<file path="config.mk">
export PLATFORM = sky130hd
export DESIGN_NAME = stepper_ramp_pulse_generator_unit
export DESIGN_NICKNAME = d
export VERILOG_FILES = /design/src/hw/rtl/srpg_pkg.sv /design/src/hw/rtl/stepper_ramp_pulse_generator_unit.sv /design/src/hw/rtl/srpg_datapath.sv /design/src/hw/rtl/srpg_ctrl.sv
export SDC_FILE = /design/constraint.sdc
export NUM_CORES = 1
export LEC_CHECK = 0
export CORE_ASPECT_RATIO = 0.8
export CORE_MARGIN = 5
export CORE_UTILIZATION = 51
export DETAILED_ROUTE_END_ITERATION = 8
export DONT_BUFFER_PORTS = 1
export PLACE_DENSITY = 0.66
export SLEW_MARGIN = 30
export SYNTH_ARGS = -nofsm -noshare
export SYNTH_HDL_FRONTEND = slang
export SYNTH_HIERARCHICAL = 1
export SYNTH_SLANG_ARGS = --single-unit
</file>
<file path="constraint.sdc">
create_clock -name clk -period 18.4 [get_ports clk]
set_input_delay 3.68 -clock clk [delete_from_list [all_inputs] [get_ports clk]]
set_output_delay 3.68 -clock clk [all_outputs]
set_load 0.005 [all_outputs]
</file>
<file path="src/hw/rtl/srpg_pkg.sv">
// Shared types and constants for the stepper ramp pulse generator.
// Used by the controller, the datapath and the top level; no dependencies.
package srpg_pkg;

  localparam int TclkW = 27;
  localparam int FreqW = 16;
  localparam int StepW = 16;
  localparam int CntW = 32;
  localparam int CfgIdxW = 3;
  localparam int CfgDataW = 32;
  localparam int InDataW = 24;
  localparam int OutDataW = 8;

  localparam int DivSteps = TclkW;
  localparam int DivCntW = $clog2(DivSteps);

  localparam logic [CfgIdxW-1:0] RegTimerClock = 3'd0;
  localparam logic [CfgIdxW-1:0] RegRampInterval = 3'd1;
  localparam logic [CfgIdxW-1:0] RegStartFreq = 3'd2;
  localparam logic [CfgIdxW-1:0] RegFreqInc = 3'd3;
  localparam logic [CfgIdxW-1:0] RegMaxFreq = 3'd4;

  localparam logic OpStart = 1'b0;
  localparam logic OpTick = 1'b1;

  localparam logic [TclkW-1:0] TimerClockRst = 27'd50000000;
  localparam logic [CntW-1:0] RampIntervalRst = 32'd1000000;
  localparam logic [FreqW-1:0] StartFreqRst = 16'd5000;
  localparam logic [FreqW-1:0] FreqIncRst = 16'd1000;
  localparam logic [FreqW-1:0] MaxFreqRst = 16'd30000;

  localparam logic [FreqW-1:0] CapMidFreq = 16'd15000;
  localparam logic [FreqW-1:0] CapLowFreq = 16'd5000;
  localparam logic [StepW-1:0] LenNoCap = 16'd3000;
  localparam logic [StepW-1:0] LenMidCap = 16'd2000;

  typedef struct packed {
    logic exec;
    logic div_step;
    logic div_last;
  } cmd_t;

  typedef struct packed {
    logic need_div;
  } status_t;

endpackage

</file>
<file path="src/hw/rtl/stepper_ramp_pulse_generator_unit.sv">
// Top level of the stepper ramp pulse generator: ports and wiring of the
// controller and the datapath. Depends on srpg_pkg, srpg_ctrl, srpg_datapath.
//
// Usage: each item on the s_axis channel is either a move start (tuser 0,
// tdata holds the step count and direction) or one timer clock tick
// (tuser 1). Every item gives exactly one result on the m_axis channel with
// the step pulse, direction level and busy flag in tdata and the move-done
// flag in tlast.
// An item that needs no new step period has its result offered in the cycle
// after its input transfer. A start, or a tick that lands on a ramp update,
// has its result offered when the divide ends: the period is timer
// clock over frequency, computed by a serial divider one quotient bit per
// cycle over 27 bits.
// One item is processed at a time; the next item is taken the cycle after
// the result transfer.
// The configuration channel is ready only while no item is in flight and no
// input transfer is offered.
// Reset is synchronous and active high; it restores the register defaults
// and clears all move state. When the receiver stalls, the result is held
// and no new item or configuration write is taken.
module stepper_ramp_pulse_generator_unit (
  input  logic                           clk,
  input  logic                           rst,
  input  logic                           s_axis_tvalid,
  output logic                           s_axis_tready,
  // Fields from bit 0: step_count[15:0], direction[16], zero pad.
  input  logic [srpg_pkg::InDataW-1:0]   s_axis_tdata,
  // Fields from bit 0: op.
  input  logic                           s_axis_tuser,
  output logic                           m_axis_tvalid,
  input  logic                           m_axis_tready,
  // Fields from bit 0: step_pulse[0], dir_level[1], busy_res[2], zero pad.
  output logic [srpg_pkg::OutDataW-1:0]  m_axis_tdata,
  output logic                           m_axis_tlast,
  input  logic                           cfg_valid,
  output logic                           cfg_ready,
  input  logic [srpg_pkg::CfgIdxW-1:0]   cfg_index,
  input  logic [srpg_pkg::CfgDataW-1:0]  cfg_data
);
  import srpg_pkg::*;

  cmd_t    cmd;
  status_t status;
  logic    res_pulse, res_dir, res_busy, res_done;

  srpg_ctrl u_ctrl (
    .clk       (clk),
    .rst       (rst),
    .in_valid  (s_axis_tvalid),
    .in_ready  (s_axis_tready),
    .out_valid (m_axis_tvalid),
    .out_ready (m_axis_tready),
    .cfg_ready (cfg_ready),
    .cmd       (cmd),
    .status    (status)
  );

  srpg_datapath u_datapath (
    .clk       (clk),
    .rst       (rst),
    .cmd       (cmd),
    .status    (status),
    .in_op     (s_axis_tuser),
    .in_count  (s_axis_tdata[StepW-1:0]),
    .in_dir    (s_axis_tdata[StepW]),
    .cfg_we    (cfg_valid && cfg_ready),
    .cfg_index (cfg_index),
    .cfg_data  (cfg_data),
    .res_pulse (res_pulse),
    .res_dir   (res_dir),
    .res_busy  (res_busy),
    .res_done  (res_done)
  );

  assign m_axis_tdata = {{(OutDataW - 3){1'b0}}, res_busy, res_dir, res_pulse};
  assign m_axis_tlast = res_done;

endmodule

</file>
<file path="src/hw/rtl/srpg_datapath.sv">
// Datapath: configuration registers, move state, tick logic, the serial
// period divider and the result register. Depends on srpg_pkg.
module srpg_datapath (
  input  logic                           clk,
  input  logic                           rst,
  input  srpg_pkg::cmd_t                 cmd,
  output srpg_pkg::status_t              status,
  input  logic                           in_op,
  input  logic [srpg_pkg::StepW-1:0]     in_count,
  input  logic                           in_dir,
  input  logic                           cfg_we,
  input  logic [srpg_pkg::CfgIdxW-1:0]   cfg_index,
  input  logic [srpg_pkg::CfgDataW-1:0]  cfg_data,
  output logic                           res_pulse,
  output logic                           res_dir,
  output logic                           res_busy,
  output logic                           res_done
);
  import srpg_pkg::*;

  logic [TclkW-1:0] timer_clock;
  logic [CntW-1:0]  ramp_interval;
  logic [FreqW-1:0] start_freq;
  logic [FreqW-1:0] freq_inc;
  logic [FreqW-1:0] max_freq;

  logic [StepW-1:0] remaining_steps, remaining_steps_next;
  logic [StepW-1:0] requested_steps;
  logic [FreqW-1:0] current_freq, current_freq_next;
  logic [CntW-1:0]  step_period;
  logic [CntW-1:0]  period_counter, period_counter_next;
  logic [CntW-1:0]  ramp_counter, ramp_counter_next;
  logic             dir_reg;
  logic             running, running_next;

  logic [FreqW-1:0] div_divisor;
  logic [FreqW-1:0] div_rem;
  logic [TclkW-1:0] div_quo;

  logic             is_start;
  logic             is_tick;
  logic [CntW-1:0]  period_eff;
  logic [CntW-1:0]  interval_eff;
  logic             period_hit;
  logic             ramp_hit;
  logic             pulse, done;
  logic [FreqW:0]   freq_sum;
  logic [FreqW-1:0] freq_ramp;
  logic [FreqW-1:0] freq_capped;
  logic [FreqW:0]   div_shift;
  logic [FreqW:0]   div_trial;
  logic             div_ge;
  logic [FreqW-1:0] div_rem_next;
  logic [TclkW-1:0] div_quo_next;

  always_ff @(posedge clk) begin
    if (rst) begin
      timer_clock <= TimerClockRst;
      ramp_interval <= RampIntervalRst;
      start_freq <= StartFreqRst;
      freq_inc <= FreqIncRst;
      max_freq <= MaxFreqRst;
    end else if (cfg_we) begin
      case (cfg_index)
        RegTimerClock:   timer_clock <= cfg_data[TclkW-1:0];
        RegRampInterval: ramp_interval <= cfg_data[CntW-1:0];
        RegStartFreq:    start_freq <= cfg_data[FreqW-1:0];
        RegFreqInc:      freq_inc <= cfg_data[FreqW-1:0];
        RegMaxFreq:      max_freq <= cfg_data[FreqW-1:0];
        default: ;
      endcase
    end
  end

  always_comb begin
    is_start = cmd.exec && (in_op == OpStart) && (in_count != '0);
    is_tick = cmd.exec && (in_op == OpTick) && running;
    period_eff = (step_period == '0) ? CntW'(1) : step_period;
    interval_eff = (ramp_interval == '0) ? CntW'(1) : ramp_interval;
    period_hit = period_counter >= (period_eff - CntW'(1));
    ramp_hit = ramp_counter >= (interval_eff - CntW'(1));

    remaining_steps_next = period_hit ? remaining_steps - StepW'(1) : remaining_steps;
    period_counter_next = period_hit ? '0 : period_counter + CntW'(1);
    pulse = is_tick && period_hit;
    done = pulse && (remaining_steps_next == '0);
    running_next = !done;
    ramp_counter_next = ramp_hit ? '0 : ramp_counter + CntW'(1);

    freq_sum = {1'b0, current_freq} + {1'b0, freq_inc};
    if (current_freq < max_freq) begin
      freq_ramp = (freq_sum > {1'b0, max_freq}) ? max_freq : freq_sum[FreqW-1:0];
    end else begin
      freq_ramp = current_freq;
    end
    if (requested_steps > LenNoCap) begin
      freq_capped = freq_ramp;
    end else if (requested_steps > LenMidCap) begin
      freq_capped = (freq_ramp > CapMidFreq) ? CapMidFreq : freq_ramp;
    end else begin
      freq_capped = (freq_ramp > CapLowFreq) ? CapLowFreq : freq_ramp;
    end
    current_freq_next = is_start ? start_freq : freq_capped;

    status.need_div = is_start || (is_tick && !done && ramp_hit);

    div_shift = {div_rem, div_quo[TclkW-1]};
    div_trial = div_shift - {1'b0, div_divisor};
    div_ge = div_shift >= {1'b0, div_divisor};
    div_rem_next = div_ge ? div_trial[FreqW-1:0] : div_shift[FreqW-1:0];
    div_quo_next = {div_quo[TclkW-2:0], div_ge};
  end

  always_ff @(posedge clk) begin
    if (rst) begin
      remaining_steps <= '0;
      requested_steps <= '0;
      current_freq <= '0;
      step_period <= '0;
      period_counter <= '0;
      ramp_counter <= '0;
      dir_reg <= 1'b0;
      running <= 1'b0;
    end else begin
      if (is_start) begin
        remaining_steps <= in_count;
        requested_steps <= in_count;
        dir_reg <= in_dir;
        current_freq <= current_freq_next;
        period_counter <= '0;
        ramp_counter <= '0;
        running <= 1'b1;
      end else if (is_tick) begin
        remaining_steps <= remaining_steps_next;
        period_counter <= period_counter_next;
        running <= running_next;
        if (running_next) begin
          ramp_counter <= ramp_counter_next;
          if (ramp_hit) begin
            current_freq <= current_freq_next;
          end
        end
      end
      if (cmd.div_last) begin
        step_period <= (div_quo_next == '0) ? CntW'(1) : CntW'(div_quo_next);
      end
    end
  end

  always_ff @(posedge clk) begin
    if (status.need_div) begin
      div_divisor <= (current_freq_next == '0) ? FreqW'(1) : current_freq_next;
      div_rem <= '0;
      div_quo <= timer_clock;
    end else if (cmd.div_step) begin
      div_rem <= div_rem_next;
      div_quo <= div_quo_next;
    end
  end

  always_ff @(posedge clk) begin
    if (cmd.exec) begin
      res_pulse <= pulse;
      res_dir <= is_start ? in_dir : dir_reg;
      res_busy <= is_start ? 1'b1 : (is_tick ? running_next : running);
      res_done <= done;
    end
  end

endmodule

</file>
<file path="src/hw/rtl/srpg_ctrl.sv">
// Controller state machine: sequences item intake, the serial divide and
// the result handshake. Depends on srpg_pkg.
module srpg_ctrl (
  input  logic              clk,
  input  logic              rst,
  input  logic              in_valid,
  output logic              in_ready,
  output logic              out_valid,
  input  logic              out_ready,
  output logic              cfg_ready,
  output srpg_pkg::cmd_t    cmd,
  input  srpg_pkg::status_t status
);
  import srpg_pkg::*;

  localparam logic [1:0] SIdle = 2'd0;
  localparam logic [1:0] SDiv = 2'd1;
  localparam logic [1:0] SOut = 2'd2;

  logic [1:0]         state, state_next;
  logic [DivCntW-1:0] div_cnt, div_cnt_next;

  always_comb begin
    state_next = state;
    div_cnt_next = div_cnt;
    cmd = '0;
    in_ready = 1'b0;
    out_valid = 1'b0;
    cfg_ready = 1'b0;
    case (state)
      SIdle: begin
        in_ready = 1'b1;
        cfg_ready = !in_valid;
        if (in_valid) begin
          cmd.exec = 1'b1;
          if (status.need_div) begin
            state_next = SDiv;
            div_cnt_next = DivCntW'(DivSteps - 1);
          end else begin
            state_next = SOut;
          end
        end
      end
      SDiv: begin
        cmd.div_step = 1'b1;
        if (div_cnt == '0) begin
          cmd.div_last = 1'b1;
          state_next = SOut;
        end else begin
          div_cnt_next = div_cnt - DivCntW'(1);
        end
      end
      SOut: begin
        out_valid = 1'b1;
        if (out_ready) begin
          state_next = SIdle;
        end
      end
      default: state_next = SIdle;
    endcase
  end

  always_ff @(posedge clk) begin
    if (rst) begin
      state <= SIdle;
      div_cnt <= '0;
    end else begin
      state <= state_next;
      div_cnt <= div_cnt_next;
    end
  end

  a_div_entry: assert property (@(posedge clk) disable iff (rst)
    (cmd.exec && status.need_div) |=> (state == SDiv && div_cnt == DivCntW'(DivSteps - 1)))
    else $error("divide not started after an item that needs a new period");

  a_div_exit: assert property (@(posedge clk) disable iff (rst)
    cmd.div_last |=> out_valid)
    else $error("result not offered after the last divide step");

  a_no_overlap: assert property (@(posedge clk) disable iff (rst)
    !(in_ready && out_valid) && !(cmd.div_step && cmd.exec))
    else $error("intake overlaps a divide or a pending result");

endmodule
</file>
==> results of run 1 <==
==> power groups by stage <==
stage,Sequential [mW],Combinational (mW),Clock [mW]
after detailed placement,0.766,0.267,0
after global placement,0.766,0.261,0
final,0.752,0.273,0.703
after floorplan,0.759,0.215,0
after CTS,0.752,0.269,0.717
after global routing,0.755,0.305,0.749
==> Yosys cell counts (10+ instances only) <==
master                     number
sky130_fd_sc_hd__nand2_1      349
sky130_fd_sc_hd__dfxtp_1      271
sky130_fd_sc_hd__nor2_1       178
sky130_fd_sc_hd__a21oi_1      175
sky130_fd_sc_hd__ha_1         133
sky130_fd_sc_hd__o21ai_0       87
sky130_fd_sc_hd__clkbuf_1      81
sky130_fd_sc_hd__nand3_1       76
sky130_fd_sc_hd__inv_1         71
sky130_fd_sc_hd__xnor2_1       62
sky130_fd_sc_hd__xor2_1        62
sky130_fd_sc_hd__nor3_1        58
sky130_fd_sc_hd__edfxtp_1      47
sky130_fd_sc_hd__nand4_1       41
sky130_fd_sc_hd__a21o_1        39
sky130_fd_sc_hd__mux2i_1       34
sky130_fd_sc_hd__nor4_1        33
sky130_fd_sc_hd__mux2_2        31
sky130_fd_sc_hd__or3_1         26
sky130_fd_sc_hd__and3_1        24
sky130_fd_sc_hd__a211oi_1      23
sky130_fd_sc_hd__a31oi_1       23
sky130_fd_sc_hd__o211ai_1      21
sky130_fd_sc_hd__nand2b_1      16
sky130_fd_sc_hd__nor2b_1       16
sky130_fd_sc_hd__and2_1        13
sky130_fd_sc_hd__o21a_1        10
sky130_fd_sc_hd__or4_1         10
==> worst paths after layout <==
check	start	endpoint	slack, ns
setup / recovery	s_axis_tvalid	cfg_ready	10.39
hold / removal	u_datapath/timer_clock[5]	u_datapath/timer_clock[5]	0.45
setup reg to reg	u_datapath/current_freq[0]	u_datapath/div_divisor[0]	10.49
hold reg to reg	u_datapath/timer_clock[5]	u_datapath/timer_clock[5]	0.45
==> cell families after synthesis <==
kind of cell    Yosys count  synth area share (%)
simple gates            880                  22.9
compound gates          462                  16.2
flops                   318                  37.9
buf+inv                 167                  3.66
fa+ha+maj               135                  9.45
xor+xnor                124                  6.02
mux                      66                  3.90
other cells               2                0.0416
==> worst reg2reg max path: cells and delay by family (launching register included) <==
| kind | cells | cell delay (ns) |
|---|---|---|
| AOI/OAI and AO/OA | 13 | 4.50 |
| and+or+nand+nor | 8 | 1.84 |
| adders and majority gates | 3 | 0.97 |
| DFF | 1 | 0.37 |
==> routing by layer <==
layer  part of all wire [%]  vias up  global-route usage (%)  wire (um)
met4                    2.6        0                    6.39       1260
met1                     48     7379                    35.4      23200
li1                       -     7578                       -          -
met2                     43      439                    37.3      20800
met5                      0        -                       0          0
met3                    6.8       73                    4.97       3320
==> cell type report <==
type                    count  area (um2)  share of cell area, %
clock buffers              40         915                   4.68
multi-input cells        1675       10600                   54.3
well taps                 472         591                   3.02
clock inverters            22         211                   1.08
repair buffers             16         120                  0.614
inverters                  71         267                   1.36
flip-flops and latches    318        6840                   35.0
==> per-stage QoR <==
step | hold slack [ns] | util, %
final | 0.450 | 56.0
after floorplan | 0.431 | -
after detailed placement | 0.442 | 52.8
after global routing | 0.474 | 56.0
after CTS | 0.449 | 56.0
after global placement | 0.433 | 52.7
==> qor.json, run 1 <==
{
  "drv_slew": {"value": 0},
  "dr.first_iter.drc_count": {"value": 1435},
  "finalCritPeriodShare": {"value": 43.5, "unit": "%"},
  "finalSetupViolCount": {"value": 0},
  "floorplan.initialDensity": {"value": 51.7, "unit": "%"},
  "tritoncts_clock_tree": {"value": "built"},
  "h-tree-depth": {"value": 2},
  "max-clock-path-buffers": {"value": 3},
  "route.detailed.vias_per_inst": {"value": 5.92},
  "relative_contribution_of_sequential_cells_to_total_power": {"value": 43.5, "unit": "%"},
  "share_of_final_layout_standard_cells_stronger_than_drive_strength_1": {"value": 6.68, "unit": "%"},
  "synth_top_area_cell": {"value": "sky130_fd_sc_hd__dfxtp_1"},
  "number_of_synthesized_flops_with_an_enable_pin": {"value": 47},
  "gp_congestion": {"value": 0.939},
  "largest_net_degree_at_the_start_of_global_routing": {"value": 155},
  "min_path_cells": {"value": 2},
  "clock_latency": {"value": 0.52, "unit": "ns"},
  "hold_buffers": {"value": 0},
  "cp.depth": {"value": 1},
  "first_pass_iters": {"value": 6},
  "dpl.hpwl": {"value": 35500, "unit": "um"},
  "timing.final.crit_period": {"value": 8.01, "unit": "ns"},
  "layout_setup_ws": {"value": 10.39, "unit": "ns"},
  "cts_root_buffer": {"value": "sky130_fd_sc_hd__clkbuf_16"},
  "synth-warning-count": {"value": 6},
  "fmax": {"value": 125, "unit": "MHz"},
  "clock-skew-final": {"value": 0.0155, "unit": "ns"},
  "place_inst": {"value": 2552},
  "synth.top_cell.area_share": {"value": 30.1, "unit": "%"},
  "power_leakage": {"value": 7.73, "unit": "nW"},
  "ys.flop_type": {"value": "sky130_fd_sc_hd__dfxtp_1"},
  "top_family_by_delay_on_critical_path": {"value": "simple AND/OR/NAND/NOR gates"},
  "final_antenna_net_count": {"value": 0},
  "track_usage": {"value": 24.4, "unit": "%"},
  "ios": {"value": 77},
  "final_common_cell": {"value": "sky130_fd_sc_hd__nand2_1"},
  "design.final.nets": {"value": 2317},
  "drt_drc_violations_left": {"value": 0},
  "port_buffers": {"value": 0},
  "final.fill_count": {"value": 3137},
  "pre_cts_ws": {"value": 10.38, "unit": "ns"},
  "cts_post_setup_buffers_inserted": {"value": 0},
  "worstSetupPathType": {"value": "primary input to primary output"},
  "irDropWorstVdd": {"value": 0.0701, "unit": "mV"},
  "synth_cells": {"value": 2154},
  "synthesis.area": {"value": 0.0180, "unit": "mm2"},
  "cellPowerDensity": {"value": 88.4, "unit": "mW/mm2"},
  "cp.buffers_inverters": {"value": 0},
  "synth.area.top_cells": {"value": "sky130_fd_sc_hd__dfxtp_1 30%, sky130_fd_sc_hd__ha_1 9.2%, sky130_fd_sc_hd__edfxtp_1 7.8%"},
  "report.power.total": {"value": 1.73, "unit": "mW"},
  "avgRoutedWirePerCell": {"value": 18.6, "unit": "um"},
  "coreArea": {"value": 0.0349, "unit": "mm2"},
  "power_frac_clock": {"value": 40.7, "unit": "%"},
  "synth_seq_area_share": {"value": 37.9, "unit": "%"},
  "power.share.combinational": {"value": 15.8, "unit": "%"},
  "cp_slowest_cell": {"value": "sky130_fd_sc_hd__nor3_1"},
  "path_clk_slew": {"value": 0.05, "unit": "ns"},
  "grt_pass1_vias": {"value": 14400},
  "postSynth.asyncResetShare": {"value": 0, "unit": "%"},
  "cpPeakStageDelay": {"value": 0.65, "unit": "ns"},
  "rows": {"value": 61},
  "layout.cells.most_common_list": {"value": "348 x sky130_fd_sc_hd__nand2_1, 271 x sky130_fd_sc_hd__dfxtp_1, 176 x sky130_fd_sc_hd__nor2_1"},
  "max_slew_margin": {"value": 32.9, "unit": "%"},
  "post_synth_num_cell_types": {"value": 85},
  "net_switching": {"value": 0.475, "unit": "mW"},
  "wirelength": {"value": 48600, "unit": "um"},
  "fin_setup_tns": {"value": 0, "unit": "ns"},
  "path_max_fanout": {"value": 5},
  "fp.dieArea": {"value": 0.0393, "unit": "mm2"},
  "finalNonFillerCells": {"value": 2614},
  "fp.dieH": {"value": 178, "unit": "um"},
  "tightest_slew": {"value": 0.993, "unit": "ns"},
  "clock_sinks": {"value": 318},
  "finalInstanceArea": {"value": 0.0195, "unit": "mm2"},
  "cts_resized": {"value": 0},
  "p_int": {"value": 1.25, "unit": "mW"},
  "finalHoldViolCount": {"value": 0},
  "unrepaired_setup_endpoints_after_global_routing": {"value": "false"},
  "route.vias.total": {"value": 15500},
  "reg2regPathDepth": {"value": 24},
  "dpl_cell_area": {"value": 0.0184, "unit": "mm2"},
  "largestRegisters": {"value": "u_datapath/period_counter: 32 flops, u_datapath/ramp_counter: 32 flops, u_datapath/ramp_interval: 32 flops"},
  "num_antenna_cells": {"value": 0},
  "global_route_wire_length_before_repair": {"value": 77800, "unit": "um"},
  "areaGrowthSynthToFinish": {"value": 8.36, "unit": "%"},
  "grt_antenna_before_repair": {"value": 1},
  "critical_path_arrival": {"value": 4.33, "unit": "ns"},
  "critical_path.startpoint_type": {"value": "primary input"},
  "worstHoldPathType": {"value": "flop to flop"},
  "grt.overflow.total": {"value": 0},
  "netSwitchingFraction": {"value": 27.5, "unit": "%"},
  "chipWidth": {"value": 220, "unit": "um"},
  "synth_seq_cells": {"value": 318},
  "cp_cell_sequence": {"value": "nor3_1"},
  "outcome": {"value": "completed"},
  "cts_inserted_buffers": {"value": 35},
  "synth.avg_cell_area": {"value": 8.38, "unit": "um2"},
  "worstSetupEndpointType": {"value": "primary output"},
  "timing.critical_path.required": {"value": 14.72, "unit": "ns"},
  "maxCapViolCount": {"value": 0}
}
Power figures use the tool's default switching activity.
==> inputs of run 2 (changes only) <==
PLACE_DENSITY = 0.69   (was 0.66)
clock period = 7.05 ns   (was 18.4 ns; I/O delays follow)
==> run 2 against run 1 <==
  * Sequential cell count unchanged
  * Non-clock buffer count increased by 29
  * Critical path depth increased by 24
  * Clock skew increased by 0.0015 ns
  * Total power increased to 2.6 times the previous value
  * Wire length increased by 1.3%
  * Die area unchanged
  * Core utilization increased by 0.82 points
  * Critical path type is now flop to flop
  * Highest routed layer unchanged
==> qor.json, run 2 (synthesis results as in run 1) <==
{
  "route.vias.total": {"value": 15600, "change": "+0.59%"},
  "path_clk_slew": {"value": 0.06, "unit": "ns", "change": "about the same"},
  "tritoncts_clock_tree": {"value": "built"},
  "coreArea": {"value": 0.0349, "unit": "mm2", "change": "unchanged"},
  "timing.critical_path.required": {"value": 7.32, "unit": "ns", "change": "-7.40 ns"},
  "finalSetupViolCount": {"value": 0, "change": "unchanged"},
  "cellPowerDensity": {"value": 229, "unit": "mW/mm2", "change": "+160%"},
  "place_inst": {"value": 2577, "change": "+0.98%"},
  "final_common_cell": {"value": "sky130_fd_sc_hd__nand2_1"},
  "grt_pass1_vias": {"value": 14700, "change": "+1.9%"},
  "grt_antenna_before_repair": {"value": 1, "change": "unchanged"},
  "unrepaired_setup_endpoints_after_global_routing": {"value": "true"},
  "track_usage": {"value": 24.6, "unit": "%", "change": "+0.14 points"},
  "irDropWorstVdd": {"value": 0.170, "unit": "mV", "change": "+140%"},
  "timing.final.crit_period": {"value": 6.77, "unit": "ns"},
  "ios": {"value": 77, "change": "unchanged"},
  "sequential_cell_area": {"value": 0.00684, "unit": "mm2", "change": "unchanged"},
  "floorplan.initialDensity": {"value": 51.7, "unit": "%", "change": "unchanged"},
  "design.final.nets": {"value": 2347, "change": "+1.3%"},
  "worstHoldPathType": {"value": "flop to flop"},
  "cts_root_buffer": {"value": "sky130_fd_sc_hd__clkbuf_16"},
  "worstSetupPathType": {"value": "flop to flop"},
  "clock-skew-final": {"value": 0.0170, "unit": "ns", "change": "+0.00153 ns"},
  "wirelength": {"value": 49200, "unit": "um", "change": "+1.3%"},
  "areaGrowthSynthToFinish": {"value": 9.95, "unit": "%"},
  "fp.dieH": {"value": 178, "unit": "um", "change": "unchanged"},
  "port_buffers": {"value": 0, "change": "unchanged"},
  "finalNonFillerCells": {"value": 2645, "change": "+1.2%"},
  "h-tree-depth": {"value": 2, "change": "unchanged"},
  "layout_setup_ws": {"value": 0.278, "unit": "ns", "change": "-10.11 ns"},
  "first_pass_iters": {"value": 6, "change": "unchanged"},
  "maxCapViolCount": {"value": 0, "change": "unchanged"},
  "rows": {"value": 61, "change": "unchanged"},
  "max_slew_margin": {"value": 35.8, "unit": "%", "change": "+2.8 points"},
  "layout.cells.most_common_list": {"value": "348 x sky130_fd_sc_hd__nand2_1, 271 x sky130_fd_sc_hd__dfxtp_1, 175 x sky130_fd_sc_hd__nor2_1"},
  "critical_path_arrival": {"value": 7.05, "unit": "ns", "change": "+2.72 ns"},
  "route.detailed.vias_per_inst": {"value": 5.88, "change": "-0.58%"},
  "finalCritPeriodShare": {"value": 96.1, "unit": "%"},
  "cts_inserted_buffers": {"value": 35, "change": "unchanged"},
  "final.fill_count": {"value": 3179, "change": "+1.3%"},
  "drt_drc_violations_left": {"value": 0, "change": "unchanged"},
  "dpl.hpwl": {"value": 36400, "unit": "um", "change": "+2.6%"},
  "pre_cts_ws": {"value": -0.0105, "unit": "ns", "change": "-10.39 ns"},
  "tightest_slew": {"value": 0.956, "unit": "ns", "change": "-0.0366 ns"},
  "global_route_wire_length_before_repair": {"value": 78100, "unit": "um", "change": "+0.28%"},
  "area_of_the_multi_input_gates": {"value": 0.0107, "unit": "mm2", "change": "+0.53%"},
  "path_max_fanout": {"value": 8, "change": "+3"},
  "worstSetupEndpointType": {"value": "flop"},
  "largest_net_degree_at_the_start_of_global_routing": {"value": 155, "change": "unchanged"},
  "final_util": {"value": 56.9, "unit": "%", "change": "+0.82 points"},
  "grt.overflow.total": {"value": 0, "change": "unchanged"},
  "finalHoldViolCount": {"value": 0, "change": "unchanged"},
  "clock_sinks": {"value": 318, "change": "unchanged"},
  "final_antenna_net_count": {"value": 0, "change": "unchanged"},
  "fin_setup_tns": {"value": 0, "unit": "ns", "change": "unchanged"},
  "fmax": {"value": 148, "unit": "MHz"},
  "max-clock-path-buffers": {"value": 3, "change": "unchanged"},
  "fp.dieArea": {"value": 0.0393, "unit": "mm2", "change": "unchanged"},
  "chipWidth": {"value": 220, "unit": "um", "change": "unchanged"},
  "outcome": {"value": "completed"},
  "critical_path.startpoint_type": {"value": "flop"},
  "power_leakage": {"value": 7.87, "unit": "nW", "change": "+1.9%"},
  "gp_congestion": {"value": 0.968, "change": "+3.1%"},
  "drv_slew": {"value": 0, "change": "unchanged"},
  "share_of_final_layout_standard_cells_stronger_than_drive_strength_1": {"value": 8.33, "unit": "%", "change": "+1.7 points"},
  "largestRegisters": {"value": "u_datapath/period_counter: 32 flops, u_datapath/ramp_counter: 32 flops, u_datapath/ramp_interval: 32 flops"},
  "clock_latency": {"value": 0.53, "unit": "ns", "change": "about the same"},
  "dr.first_iter.drc_count": {"value": 1442, "change": "+0.49%"},
  "avgRoutedWirePerCell": {"value": 18.6, "unit": "um", "change": "+0.13%"}
}
==> run 2: cell types whose count changed in the layout (fill, tap and decap cells not counted), moves of 2 or more <==
cell / delta
sky130_fd_sc_hd__nor2_2: +2
sky130_fd_sc_hd__clkbuf_1: +4
sky130_fd_sc_hd__clkinv_2: -4
sky130_fd_sc_hd__clkinv_1: -3
sky130_fd_sc_hd__buf_4: +28
sky130_fd_sc_hd__clkinvlp_4: +3
==> run 2: area by class of cell <==
cell class | count | area share (%)
multi-input combinational | 1676 | 53.8
inverter | 71 | 1.34
antenna | 1 | 0.0126
clock inverter | 18 | 1.02
sequential | 318 | 34.5
tap | 472 | 2.98
clock buffer | 44 | 4.69
timing repair buffer | 45 | 1.72
==> run 2: worst max-delay path, stage by stage, from the launching register on <==
cell and delay, ns:
sky130_fd_sc_hd__dfxtp_1 0.39, sky130_fd_sc_hd__ha_1 0.26, sky130_fd_sc_hd__fa_2 0.39, sky130_fd_sc_hd__a211oi_2 0.24
sky130_fd_sc_hd__o21ai_2 0.14, sky130_fd_sc_hd__o211ai_2 0.19, sky130_fd_sc_hd__a21boi_1 0.10, sky130_fd_sc_hd__o21a_1 0.23
sky130_fd_sc_hd__or4b_2 0.64, sky130_fd_sc_hd__nand3_2 0.14, sky130_fd_sc_hd__ha_1 0.25, sky130_fd_sc_hd__nand2_1 0.09
sky130_fd_sc_hd__nor3_1 0.07, sky130_fd_sc_hd__a21boi_1 0.15, sky130_fd_sc_hd__o31a_4 0.39, sky130_fd_sc_hd__nor3_4 0.20
sky130_fd_sc_hd__mux2_2 0.39, sky130_fd_sc_hd__a211o_1 0.34, sky130_fd_sc_hd__or4_4 0.54, sky130_fd_sc_hd__o41ai_2 0.36
sky130_fd_sc_hd__o21ai_2 0.12, sky130_fd_sc_hd__a211oi_4 0.21, sky130_fd_sc_hd__buf_4 0.18, sky130_fd_sc_hd__a22o_1 0.23
sky130_fd_sc_hd__nor4_2 0.07, sky130_fd_sc_hd__a31o_1 0.20
==> run 2: what timing repair did <==
item                                    in CTS  in global routing
cloned                                       0                  1
setup buffers                                0                  4
hold buffers                                 0                  0
pin swaps                                    1                  4
resized for setup                            0                 13
endpoints found under the setup margin       1                127
==> run 2: path summary, 6_finish.rpt <==
check	start	endpoint	slack (ns)	cells after the start
worst min-delay path	u_datapath/requested_steps[2]	u_datapath/requested_steps[2]	0.45	2
worst max-delay path	u_datapath/current_freq[0]	u_datapath/div_divisor[0]	0.28	25
worst min register to register	u_datapath/requested_steps[2]	u_datapath/requested_steps[2]	0.45	2
worst max register to register	u_datapath/current_freq[0]	u_datapath/div_divisor[0]	0.28	25
==> run 2: through the flow <==
step           hold WS, ns  total power, mW  instance area (um2)
2_1_floorplan        0.431             2.54                18100
3_3_place_gp         0.433             2.70                18600
3_5_place_dp         0.439             2.71                18600
4_1_cts              0.446             4.56                19700
5_1_grt              0.478             4.76                19800
6_report             0.451             4.55                19800
==> run 2: metal layers <==
| layer | vias to the layer above | wire length (um) | GRT usage (%) |
|---|---|---|---|
| met5 | - | 0 | 0 |
| met4 | 0 | 1420 | 7.43 |
| met3 | 84 | 3660 | 4.60 |
| met2 | 458 | 20700 | 36.9 |
| met1 | 7369 | 23400 | 35.9 |
| li1 | 7650 | - | - |
==> run 2: power by group <==
part | switching [mW] | total, mW | internal (mW)
logic | 0.428 | 0.739 | 0.311
clock network | 0.762 | 1.85 | 1.09
registers | 0.0536 | 1.96 | 1.91
total | 1.24 | 4.55 | 3.30
